`src/hdl/sha_pkg.sv`:
```
// Package for the SHA-256 byte stream hasher: types, constants and round functions.
// No dependencies; used by every module in hdl/.
`default_nettype none
package sha_pkg;

  typedef enum logic [1:0] {
    CMD_ABSORB        = 2'd0,
    CMD_ABSORB_FINISH = 2'd1,
    CMD_FINISH        = 2'd2,
    CMD_NONE          = 2'd3
  } cmd_e;

  localparam int unsigned QueueDepth = 2;
  localparam int unsigned PadOffset  = 56;

  typedef struct packed {
    logic       absorb;
    logic       finish;
    logic [7:0] data;
  } op_t;

  localparam logic [255:0] InitHash = {
    32'h5be0cd19, 32'h1f83d9ab, 32'h9b05688c, 32'h510e527f,
    32'ha54ff53a, 32'h3c6ef372, 32'hbb67ae85, 32'h6a09e667
  };

  function automatic logic [31:0] round_k(input logic [5:0] i);
    logic [31:0] k [64];
    k = '{32'h428a2f98,32'h71374491,32'hb5c0fbcf,32'he9b5dba5,32'h3956c25b,32'h59f111f1,
          32'h923f82a4,32'hab1c5ed5,32'hd807aa98,32'h12835b01,32'h243185be,32'h550c7dc3,
          32'h72be5d74,32'h80deb1fe,32'h9bdc06a7,32'hc19bf174,32'he49b69c1,32'hefbe4786,
          32'h0fc19dc6,32'h240ca1cc,32'h2de92c6f,32'h4a7484aa,32'h5cb0a9dc,32'h76f988da,
          32'h983e5152,32'ha831c66d,32'hb00327c8,32'hbf597fc7,32'hc6e00bf3,32'hd5a79147,
          32'h06ca6351,32'h14292967,32'h27b70a85,32'h2e1b2138,32'h4d2c6dfc,32'h53380d13,
          32'h650a7354,32'h766a0abb,32'h81c2c92e,32'h92722c85,32'ha2bfe8a1,32'ha81a664b,
          32'hc24b8b70,32'hc76c51a3,32'hd192e819,32'hd6990624,32'hf40e3585,32'h106aa070,
          32'h19a4c116,32'h1e376c08,32'h2748774c,32'h34b0bcb5,32'h391c0cb3,32'h4ed8aa4a,
          32'h5b9cca4f,32'h682e6ff3,32'h748f82ee,32'h78a5636f,32'h84c87814,32'h8cc70208,
          32'h90befffa,32'ha4506ceb,32'hbef9a3f7,32'hc67178f2};
    return k[i];
  endfunction

  function automatic logic [31:0] rotr(input logic [31:0] x, input int unsigned n);
    return (x >> n) | (x << (32 - n));
  endfunction

endpackage
`default_nettype wire

```
`src/hdl/sha_front.sv`:
```
// Front end: accepts command transactions and turns them into absorb/finish ops.
// Depends on sha_pkg.
`default_nettype none
module sha_front #(
  parameter int unsigned QDepth = sha_pkg::QueueDepth
) (
  input  wire logic                 clk_i,
  input  wire logic                 rst_ni,
  input  wire logic                 s_tvalid_i,
  output logic                      s_tready_o,
  input  wire logic [15:0]          s_tdata_i,
  output logic                      op_valid_o,
  input  wire logic                 op_ready_i,
  output sha_pkg::op_t              op_o
);
  import sha_pkg::*;

  localparam int unsigned PtrW = $clog2(QDepth);

  op_t            mem_q [QDepth];
  logic [PtrW-1:0] wr_q, rd_q;
  logic [PtrW:0]   cnt_q;
  op_t            op_in;
  cmd_e           cmd;
  logic           push, pop;

  assign cmd = cmd_e'(s_tdata_i[1:0]);

  always_comb begin
    op_in.data   = s_tdata_i[9:2];
    op_in.absorb = (cmd == CMD_ABSORB) || (cmd == CMD_ABSORB_FINISH);
    op_in.finish = (cmd == CMD_ABSORB_FINISH) || (cmd == CMD_FINISH);
  end

  assign s_tready_o = (cnt_q != (PtrW+1)'(QDepth));
  // drop unused commands at the door
  assign push = s_tvalid_i && s_tready_o && (op_in.absorb || op_in.finish);
  assign op_valid_o = (cnt_q != '0);
  assign pop = op_valid_o && op_ready_i;
  assign op_o = mem_q[rd_q];

  always_ff @(posedge clk_i) begin
    if (push) mem_q[wr_q] <= op_in;
  end

  always_ff @(posedge clk_i or negedge rst_ni) begin
    if (!rst_ni) begin
      wr_q <= '0; rd_q <= '0; cnt_q <= '0;
    end else begin
      if (push) wr_q <= (wr_q == PtrW'(QDepth-1)) ? '0 : wr_q + 1'b1;
      if (pop)  rd_q <= (rd_q == PtrW'(QDepth-1)) ? '0 : rd_q + 1'b1;
      cnt_q <= cnt_q + (PtrW+1)'(push) - (PtrW+1)'(pop);
    end
  end

  assert property (@(posedge clk_i) disable iff (!rst_ni)
    cnt_q <= (PtrW+1)'(QDepth)) else $error("queue overfill");
  assert property (@(posedge clk_i) disable iff (!rst_ni)
    (cnt_q == '0) |-> !pop) else $error("pop from empty queue");
  assert property (@(posedge clk_i) disable iff (!rst_ni)
    push && !pop |=> cnt_q == $past(cnt_q) + 1'b1) else $error("count slip");
endmodule
`default_nettype wire

```
`src/hdl/sha_back.sv`:
```
// Back end: block buffer, padding sequencer, one-round-per-cycle compressor, digest out.
// Depends on sha_pkg.
`default_nettype none
module sha_back (
  input  wire logic        clk_i,
  input  wire logic        rst_ni,
  input  wire logic        op_valid_i,
  output logic             op_ready_o,
  input  wire sha_pkg::op_t op_i,
  output logic             m_tvalid_o,
  input  wire logic        m_tready_i,
  output logic [31:0]      m_tdata_o,
  output logic [2:0]       m_tuser_o,
  output logic             m_tlast_o
);
  import sha_pkg::*;

  typedef enum logic [6:0] {
    ST_IDLE  = 7'b0000001,
    ST_PAD   = 7'b0000010,
    ST_LOAD  = 7'b0000100,
    ST_ROUND = 7'b0001000,
    ST_ADD   = 7'b0010000,
    ST_OUT   = 7'b0100000,
    ST_FIN   = 7'b1000000
  } state_e;

  state_e       state_q, state_d;
  logic [31:0]  buf_q [16]; // block buffer, big-endian words, written per byte lane
  logic [60:0]  total_q;
  logic [31:0]  h_q [8];
  logic [31:0]  v_q [8];
  logic [31:0]  w_q [16];
  logic [5:0]   rnd_q;
  logic [5:0]   pos_q;    // padding write pointer
  logic         pad_q;    // finishing in progress
  logic         last_blk_q; // block being compressed is the final one
  logic         fin_pend_q; // absorb op also finishes
  logic [3:0]   ld_q;     // word loader index
  logic [2:0]   oi_q;
  logic [63:0]  bits;
  logic [31:0]  t1, t2, s0, s1, wn, big0, big1, ch, maj;
  logic [7:0]   pad_byte;

  assign bits = {total_q, 3'b000};
  assign op_ready_o = (state_q == ST_IDLE);

  // marker byte sits at the total offset, except where that offset lands in the
  // length field of a second pad block
  always_comb begin
    if (pos_q == total_q[5:0] && !(last_blk_q && pos_q >= 6'(PadOffset))) pad_byte = 8'h80;
    else if (pos_q < 6'(PadOffset) || !last_blk_q) pad_byte = 8'h00;
    else pad_byte = bits[8*(7-(pos_q-6'(PadOffset)))+:8];
  end

  always_comb begin
    big1 = rotr(v_q[4],6) ^ rotr(v_q[4],11) ^ rotr(v_q[4],25);
    ch   = (v_q[4] & v_q[5]) ^ (~v_q[4] & v_q[6]);
    t1   = v_q[7] + big1 + ch + round_k(rnd_q) + w_q[0];
    big0 = rotr(v_q[0],2) ^ rotr(v_q[0],13) ^ rotr(v_q[0],22);
    maj  = (v_q[0] & v_q[1]) ^ (v_q[0] & v_q[2]) ^ (v_q[1] & v_q[2]);
    t2   = big0 + maj;
    s0   = rotr(w_q[1],7) ^ rotr(w_q[1],18) ^ (w_q[1] >> 3);
    s1   = rotr(w_q[14],17) ^ rotr(w_q[14],19) ^ (w_q[14] >> 10);
    wn   = s1 + w_q[9] + s0 + w_q[0];
  end

  always_comb begin
    state_d = state_q;
    case (state_q)
      ST_IDLE: begin
        if (op_valid_i) state_d = (op_i.absorb && total_q[5:0] == 6'd63) ? ST_LOAD :
                                  (op_i.absorb ? (op_i.finish ? ST_PAD : ST_IDLE) : ST_PAD);
      end
      ST_PAD:   if (pos_q == 6'd63) state_d = ST_LOAD;
      ST_LOAD:  if (ld_q == 4'd15) state_d = ST_ROUND;
      ST_ROUND: if (rnd_q == 6'd63) state_d = ST_ADD;
      ST_ADD:   state_d = (pad_q && last_blk_q) ? ST_OUT : (pad_q || fin_pend_q) ? ST_PAD : ST_IDLE;
      ST_OUT:   if (m_tready_i && oi_q == 3'd7) state_d = ST_FIN;
      ST_FIN:   state_d = ST_IDLE;
      default:  state_d = ST_IDLE;
    endcase
  end

  // buffer write: absorb byte or padding byte, first byte of a word in the top lane
  always_ff @(posedge clk_i) begin
    if (state_q == ST_IDLE && op_valid_i && op_i.absorb)
      buf_q[total_q[5:2]][{~total_q[1:0], 3'b000} +: 8] <= op_i.data;
    else if (state_q == ST_PAD)
      buf_q[pos_q[5:2]][{~pos_q[1:0], 3'b000} +: 8] <= pad_byte;
  end

  always_ff @(posedge clk_i) begin
    case (state_q)
      ST_LOAD: begin
        w_q[ld_q] <= buf_q[ld_q];
        for (int i = 0; i < 8; i++) v_q[i] <= h_q[i];
      end
      ST_ROUND: begin
        for (int i = 0; i < 15; i++) w_q[i] <= w_q[i+1];
        w_q[15] <= wn;
        v_q[7] <= v_q[6]; v_q[6] <= v_q[5]; v_q[5] <= v_q[4]; v_q[4] <= v_q[3] + t1;
        v_q[3] <= v_q[2]; v_q[2] <= v_q[1]; v_q[1] <= v_q[0]; v_q[0] <= t1 + t2;
      end
      default: ;
    endcase
  end

  always_ff @(posedge clk_i or negedge rst_ni) begin
    if (!rst_ni) begin
      state_q <= ST_IDLE; total_q <= '0; rnd_q <= '0; pos_q <= '0; pad_q <= 1'b0;
      last_blk_q <= 1'b0; fin_pend_q <= 1'b0; ld_q <= '0; oi_q <= '0;
      for (int i = 0; i < 8; i++) h_q[i] <= InitHash[32*i+:32];
    end else begin
      state_q <= state_d;
      case (state_q)
        ST_IDLE: if (op_valid_i) begin
          fin_pend_q <= op_i.absorb && op_i.finish;
          if (op_i.absorb) begin
            total_q <= total_q + 61'd1;
            pos_q   <= total_q[5:0] + 6'd1;
            last_blk_q <= 1'b0;
            pad_q   <= 1'b0;
          end else begin
            pos_q <= total_q[5:0];
            pad_q <= 1'b1;
            last_blk_q <= (total_q[5:0] < 6'(PadOffset));
          end
        end
        ST_PAD: pos_q <= pos_q + 6'd1;
        ST_LOAD: ld_q <= ld_q + 4'd1;
        ST_ROUND: rnd_q <= rnd_q + 6'd1;
        ST_ADD: begin
          for (int i = 0; i < 8; i++) h_q[i] <= h_q[i] + v_q[i];
          if (!pad_q && fin_pend_q) begin
            // deferred finish after a full block; total now on a block boundary
            pad_q <= 1'b1; fin_pend_q <= 1'b0; pos_q <= '0; last_blk_q <= 1'b1;
          end else if (pad_q && !last_blk_q) begin
            pos_q <= '0; last_blk_q <= 1'b1;
          end
        end
        ST_OUT: if (m_tready_i) oi_q <= oi_q + 3'd1;
        ST_FIN: begin
          for (int i = 0; i < 8; i++) h_q[i] <= InitHash[32*i+:32];
          total_q <= '0; pad_q <= 1'b0; last_blk_q <= 1'b0; fin_pend_q <= 1'b0;
        end
        default: ;
      endcase
      // absorb-then-finish without a full block: start padding at the new offset
      if (state_q == ST_IDLE && op_valid_i && op_i.absorb && op_i.finish
          && total_q[5:0] != 6'd63) begin
        pad_q <= 1'b1; fin_pend_q <= 1'b0;
        last_blk_q <= (total_q[5:0] + 6'd1 < 6'(PadOffset));
      end
    end
  end

  // stream the digest words in order
  assign m_tvalid_o = (state_q == ST_OUT);
  assign m_tdata_o  = h_q[oi_q];
  assign m_tuser_o  = oi_q;
  assign m_tlast_o  = (oi_q == 3'd7);

  assert property (@(posedge clk_i) disable iff (!rst_ni)
    m_tvalid_o |-> !op_ready_o) else $error("output while accepting");
  assert property (@(posedge clk_i) disable iff (!rst_ni)
    (state_q == ST_ROUND && rnd_q == 6'd63) |=> state_q == ST_ADD) else $error("round count");
  assert property (@(posedge clk_i) disable iff (!rst_ni)
    $onehot(state_q)) else $error("state not one-hot");
endmodule
`default_nettype wire

```
`src/hdl/sha256_byte_stream_hasher_unit.sv`:
```
// SHA-256 byte stream hasher top level: front command queue feeding the hash back end.
// Depends on sha_pkg, sha_front, sha_back.
// Operation: a transaction enters the queue, then an absorb writes one byte to the block
//   buffer; one that completes a 64-byte block is followed by 16 word loads, 64 rounds and
//   1 chaining add. A finish pads to the end of each pad block, compresses one or two
//   blocks, then streams 8 words. Throughput: one SHA-256 round per cycle from the single
//   round unit; no new byte is taken while it compresses, pads or streams a digest.
//   Reset is async active low and restores the initial hash values and a zero byte count.
`default_nettype none
module sha256_byte_stream_hasher_unit #(
  parameter int unsigned QDepth = sha_pkg::QueueDepth
) (
  input  wire logic        clk_i,
  input  wire logic        rst_ni,
  input  wire logic        s_tvalid_i,
  output logic             s_tready_o,
  input  wire logic [15:0] s_tdata_i,  // [1:0] command, [9:2] data_byte, rest zero
  output logic             m_tvalid_o,
  input  wire logic        m_tready_i,
  output logic [31:0]      m_tdata_o,  // [31:0] digest_word
  output logic [2:0]       m_tuser_o,  // [2:0] word_index
  output logic             m_tlast_o   // last_word
);
  import sha_pkg::*;

  op_t  op;
  logic op_valid, op_ready;

  // front: classify and queue commands
  sha_front #(.QDepth(QDepth)) u_front (
    .clk_i, .rst_ni, .s_tvalid_i, .s_tready_o, .s_tdata_i,
    .op_valid_o(op_valid), .op_ready_i(op_ready), .op_o(op)
  );

  // back: buffer, pad, compress, emit digest
  sha_back u_back (
    .clk_i, .rst_ni, .op_valid_i(op_valid), .op_ready_o(op_ready), .op_i(op),
    .m_tvalid_o, .m_tready_i, .m_tdata_o, .m_tuser_o, .m_tlast_o
  );
endmodule
`default_nettype wire

```
`config.mk`:
```
export PLATFORM = sky130hd
export DESIGN_NAME = sha256_byte_stream_hasher_unit
export DESIGN_NICKNAME = d
export VERILOG_FILES = /design/src/hdl/sha_pkg.sv /design/src/hdl/sha_front.sv /design/src/hdl/sha_back.sv /design/src/hdl/sha256_byte_stream_hasher_unit.sv
export SDC_FILE = /design/constraint.sdc
export NUM_CORES = 2
export LEC_CHECK = 0
export BUFFER_PORTS_ARGS = -buffer_cell sky130_fd_sc_hd__clkbuf_2
export CORE_MARGIN = 2
export CORE_UTILIZATION = 40
export DETAILED_ROUTE_END_ITERATION = 8
export HOLD_SLACK_MARGIN = 0.08
export PLACE_DENSITY = 0.61
export SETUP_SLACK_MARGIN = 0.05
export SYNTH_ARGS = -nofsm -noshare
export SYNTH_HDL_FRONTEND = slang
export SYNTH_SLANG_ARGS = --single-unit
```
`constraint.sdc`:
```
create_clock -name clk_i -period 15.5 [get_ports clk_i]
set_input_delay 3.1 -clock clk_i [delete_from_list [all_inputs] [get_ports clk_i]]
set_output_delay 3.1 -clock clk_i [all_outputs]
set_load 0.03 [all_outputs]
```
# Word level (Yosys, flattened, before mapping)
# Memory sizes are Yosys's and may differ from the RTL's.
# Index checks and enable logic that the tools add are counted.
# word_totals
regBits,350
ram_bits,1300
mem_bits_ro,2048
inputBits,20
out_inout_bits,38
wordCells,239
mem_count,5
# classes
n_addsub,32
magnitude_cmp,6
n_eq_ne,27
shift,5
mux,69
bitwise_logic,39
reduce_logical,36
# mem_list
memory,depth,width,rd,rd_clocked_by_memory_dff,write_ports,line,source
(no name shown),64,32,1,0,0,sha_pkg.sv:40,return k[i];
u_back.buf_q,16,32,1,0,1,sha_back.sv:29,logic [31:0] buf_q [16];
u_back.w_q,16,32,16,0,16,sha_back.sv:33,logic [31:0] w_q [16];
u_back.v_q,8,32,8,0,8,sha_back.sv:32,logic [31:0] v_q [8];
u_front.mem_q,2,10,1,0,1,sha_front.sv:20,op_t mem_q [QDepth];
# ops
cell,n
adder 32 bit,18
2-to-1 mux 32 bit,17
one-hot mux 256 bit (2 select lines),1
bitwise XOR 32 bit,9
bitwise AND 32 bit,5
2-to-1 mux 61 bit,2
one-hot mux 61 bit (2 select lines),1
binary-select mux 32 bit (select 3 bit),1
OR reduction 32 bit,2
variable shift 8 x 7 -> 32 bit (first input constant),2
variable part select 64 x 33 -> 8 bit,1
variable part select 8 x 7 -> 32 bit,2
adder 61 x 1 -> 61 bit (second input constant),1
2-to-1 mux 7 bit,8
one-hot mux 7 bit (6 select lines),1
NOT 32 bit,1
bitwise OR 10 x 32 -> 32 bit,1
bitwise OR 13 x 32 -> 32 bit,1
bitwise OR 14 x 32 -> 32 bit,1
bitwise OR 15 x 32 -> 32 bit,1
bitwise OR 19 x 32 -> 32 bit,1
bitwise OR 21 x 32 -> 32 bit,1
bitwise OR 25 x 32 -> 32 bit,1
bitwise OR 26 x 32 -> 32 bit,1
56 further kinds,134

# Logic depth before layout (Yosys ltp)
# An unclocked memory read counts as a cell.
# depth
word_depth,10
depth_mapped,42
depth_no_buf,41

# Cells and area by module
# Synthesis repeated with hierarchy kept, for this count alone.
# hier_totals
cells_unflattened,8256
area_unflattened_um2,95323.9
# modules_own_cells
module,n_inst,cells_each,area_per_inst_um2,seq_area_each_um2
sha_back,1,8196,94300.4,47266.6
sha_front,1,60,1023.5,700.7

# Worst setup path before layout
# No wires, ideal clock.
# synth_timing
kind,register to register
from,register u_back.rnd_q[1]
to,"memory u_back.v_q[0][31], data pin"
setup_time_ps,263
arrival_time_ps,8597
required_ps,15237
setup_slack_ps,6640
path_stages_with_launch,40
n_path_buf,1
period_less_slack_ps,8860
cell_sequence,dfrtp_1 -> clkinv_1 -> ha_1 -> clkbuf_1 -> and2_1 -> mux2i_1 -> mux4_2 -> fa_1 -> inv_1 -> fa_1 -> inv_1 -> fa_1 -> inv_1 -> ha_1 -> a21o_1 -> a21oi_1 -> o21bai_1 -> a21oi_1 -> (+4 left out) -> a21oi_1 -> o21bai_1 -> a21oi_1 -> xnor2_1 -> fa_1 -> ha_1 -> a21o_1 -> a21o_1 -> a21o_1 -> a21oi_1 -> o21ai_0 -> a21oi_1 -> o41ai_2 -> a41oi_1 -> o21ai_1 -> a21oi_1 -> xnor2_1 -> o21ai_1
# synth_lines
element,line,source
from (decl),sha_back.sv:34,logic [5:0] rnd_q;
from (signal assigned),sha_back.sv:132,ST_ROUND: rnd_q <= rnd_q + 6'd1;
to (decl),sha_back.sv:32,

==> flow_metrics.py <==
metrics = {
    "clocking": {
        "clkTransAtPathRegs_ns": 0.06,
        "cts_buffers": 179,
        "root_buffer": "clkbuf_16",
        "cts_resized": 0,
        "cts.sinks": 1650,
        "hold_buffers": 0,
        "clk_path_buf_depth": 3,
        "cts_tree": "yes",
        "cts_setup_buffers": 0,
        "htreeDepth": 4,
        "clock_latency_ns": 0.88,
    },
    "sta": {
        "rsz0062_at_grt": "false",
        "setup_violations": 0,
        "worst_pin_slew_ns": 1.30,
        "fmax_mhz": 90.1,
        "slew_headroom_pct": 13.4,
        "clock_skew_ns": 0.107,
        "fin_crit_sh_pct": 71.6,
        "final_max_slew_viol_count": 0,
        "hold_viol_final": 0,
        "period_needed_ns": 11.10,
        "tns_ns": 0,
    },
    "critical_path": {
        "crit_top_cell": "a21oi_1",
        "crit_slowest_cell": "a2111oi_1",
        "cp.required_ns": 16.08,
        "cp_slowest_stage_delay_ns": 0.83,
        "reg2regPathDepth": 36,
        "cp-end-kind": "register",
        "cp_max_fo": 14,
        "cp.arrival_ns": 11.68,
        "critPathKind": "reg -> reg",
        "cp-start-kind": "register",
    },
    "floorplan": {
        "die-area_mm2": 0.241,
        "fp.dieH_um": 491,
        "rows": 178,
        "core_area_mm2": 0.236,
        "die_w_um": 491,
        "start_util_pct": 40.3,
        "num_io_pins": 58,
    },
    "pwr": {
        "ir_worst_vdd_v": 0.000198,
        "powerDensity_mw_per_mm2": 171,
        "p_leak_nw": 42.1,
    },
    "global_routing": {
        "gr-max-usage-layer": "met2",
        "grt_pass1_wl_mm": 414,
        "antenna_found_initial": 5,
        "grt_pass1_vias": 62900,
        "grt_usage_pct": 22.6,
        "overflow": 0,
        "met1_usage_pct": 32.4,
        "grtUsageMet2_pct": 35.4,
        "gr-usage-met3_pct": 3.72,
        "grt_start_max_net_pins": 237,
    },
    "synth": {
        "async_reset_ff_share_pct": 21.2,
        "synth-seq-area-share_pct": 50.5,
        "synth_edf_count": 1300,
        "synth_fp_nets": 8796,
        "synth_cells": 8167,
        "synth_top_area_share_pct": 41.1,
        "yosys_most_used_dff": "edfxtp_1",
        "syn_area_mm2": 0.0950,
        "synth.most_common_cell": "edfxtp_1",
        "synthDistinctLibCells": 97,
        "yosys-top-cells-area": "edfxtp_1 41%, mux4_2 5.8%, dfrtp_1 5.6%",
        "synth_top_area_cell": "edfxtp_1",
        "synthTopCellsByCount": "1,300 x edfxtp_1, 1,004 x nand2_1, 679 x a21o_1",
        "avgSynthCellArea_um2": 11.6,
        "synth_seq_cells": 1650,
        "yosysWarnings": 0,
    },
    "run": {
        "cap_viol_max_count": 0,
    },
    "drt": {
        "drt_iter0_drc": 6437,
        "avgRoutedWirePerCell_um": 24.6,
        "drt-pass1-iter-count": 6,
        "wl_mm": 279,
        "drt-vias-per-instance": 5.74,
        "ant_nets": 0,
        "vias": 65100,
        "drc": 0,
    },
    "placement": {
        "place_hpwl_mm": 197,
        "gp_congestion": 0.952,
        "port_buffers": 51,
        "placedInstanceArea_mm2": 0.0985,
    },
    "cells_and_area": {
        "register_area_mm2": 0.0480,
        "num-nets-final": 8661,
        "syn2layout_area_growth_pct": 10.0,
        "multi_input_area_mm2": 0.0443,
        "fillers": 21700,
        "layout-drive-gt1-share_pct": 11.4,
        "stdcell_area_mm2": 0.105,
    },
    "worst_hold_path": {
        "hold_depth": 1,
        "hold_path.class": "reg -> reg",
    },
    "status": {
        "status": "finished clean",
    },
}
[worst max-delay path: cells and delay by family (launching register included)]
kind	cells	cell delay, ns
flip-flops	1	0.35
buffers and inverters	5	0.88
AO/OA/AOI/OAI	16	3.86
XOR/XNOR	2	0.48
AND/OR/NAND/NOR	5	1.38
multiplexers	1	0.55
adder cells (fa/ha/maj)	7	3.30
[area by class of cell]
cell class | instances | share of cell area, %
clock inverters | 102 | 1.18
inverters | 316 | 1.14
multi-input cells | 5734 | 42.4
well taps | 3150 | 3.77
repair buffers | 151 | 1.03
clock buffers | 235 | 4.56
diodes | 6 | 0.0144
flip-flops and latches | 1650 | 45.9
[through the flow]
step	utilization, %	cells	power, mW	worst slack (ns)	hold WS, ns
2_1_floorplan	-	8167	11.5	6.64	0.460
3_3_place_gp	41.8	11000	13.3	4.70	0.476
3_5_place_dp	41.8	11000	13.5	4.70	0.487
4_1_cts	44.3	11300	17.9	4.64	0.449
5_1_grt	44.4	11300	18.9	4.08	0.483
6_report	44.4	11300	17.8	4.40	0.450
[layout by cell type, fill, tap and decap left out, types with 32 or more instances in the layout]
cell	instances
nand2_1	1003
and2_1	47
o21ai_0	407
nand2b_1	81
mux2i_1	47
edfxtp_1	1300
nor2_1	445
a31oi_1	42
clkbuf_1	48
o21bai_1	43
nor2b_1	46
xnor2_1	407
mux4_2	245
o21a_1	54
dfstp_2	137
clkbuf_16	179
or3_1	36
o22ai_1	40
o31ai_1	37
a21oi_1	483
ha_1	414
clkinv_2	32
inv_1	313
mux2_2	48
clkbuf_2	50
fa_1	195
dfrtp_1	203
nand3_1	106
nor3_1	85
a21o_1	679
and3_1	49
xor2_1	232
buf_4	95
[sequential cells by signal (all words and copies together) (netlist names), 2 cells and up]
signal and cells:
u_back.buf_q 512, u_back.h_q 256, u_back.ld_q 4, u_back.m_tuser_o 3, u_back.pos_q 6, u_back.rnd_q 6
u_back.state_q 7, u_back.total_q 61, u_back.v_q 256, u_back.w_q 512, u_front.cnt_q 2, u_front.mem_q 20
[logic make-up (layout without fill, tap and decap cells)]
logic type	Yosys count	in the layout	synth area share, %
flip-flops	1650	1650	50.5
adder cells (fa/ha/maj)	633	633	9.81
XOR/XNOR	639	639	5.89
AND/OR/NAND/NOR	2022	2022	9.34
AO/OA/AOI/OAI	2100	2100	14.5
multiplexers	340	340	6.87
buffers and inverters	783	804	3.14
other	0	6	0
[per-layer routing]
| layer | wire length [um] | share of wire (%) |
|---|---|---|
| met5 | 224 | 0.080 |
| met4 | 8070 | 2.9 |
| met3 | 18100 | 6.5 |
| met2 | 128000 | 46 |
| met1 | 124000 | 45 |
[where the power goes]
group | leakage (nW) | internal (mW) | switching, mW
Combinational | 22.8 | 3.32 | 4.60
Sequential | 16.3 | 5.33 | 0.203
Clock | 2.90 | 2.44 | 1.93
Total | 42.1 | 11.1 | 6.73
[final timing paths]
path,start,end,slack (ns)
worst max-delay path,u_back.rnd_q[1],u_back.v_q[0][30],4.40
worst min-delay path,u_back.w_q[4][31],u_back.w_q[3][31],0.45
worst max register to register,u_back.rnd_q[1],u_back.v_q[0][30],4.40
worst min register to register,u_back.w_q[4][31],u_back.w_q[3][31],0.45
max in group asynchronous,rst_ni,u_back.h_q[167],11.46
min in group asynchronous,rst_ni,u_back.total_q[34],2.14
Power figures use the tool's default switching activity.
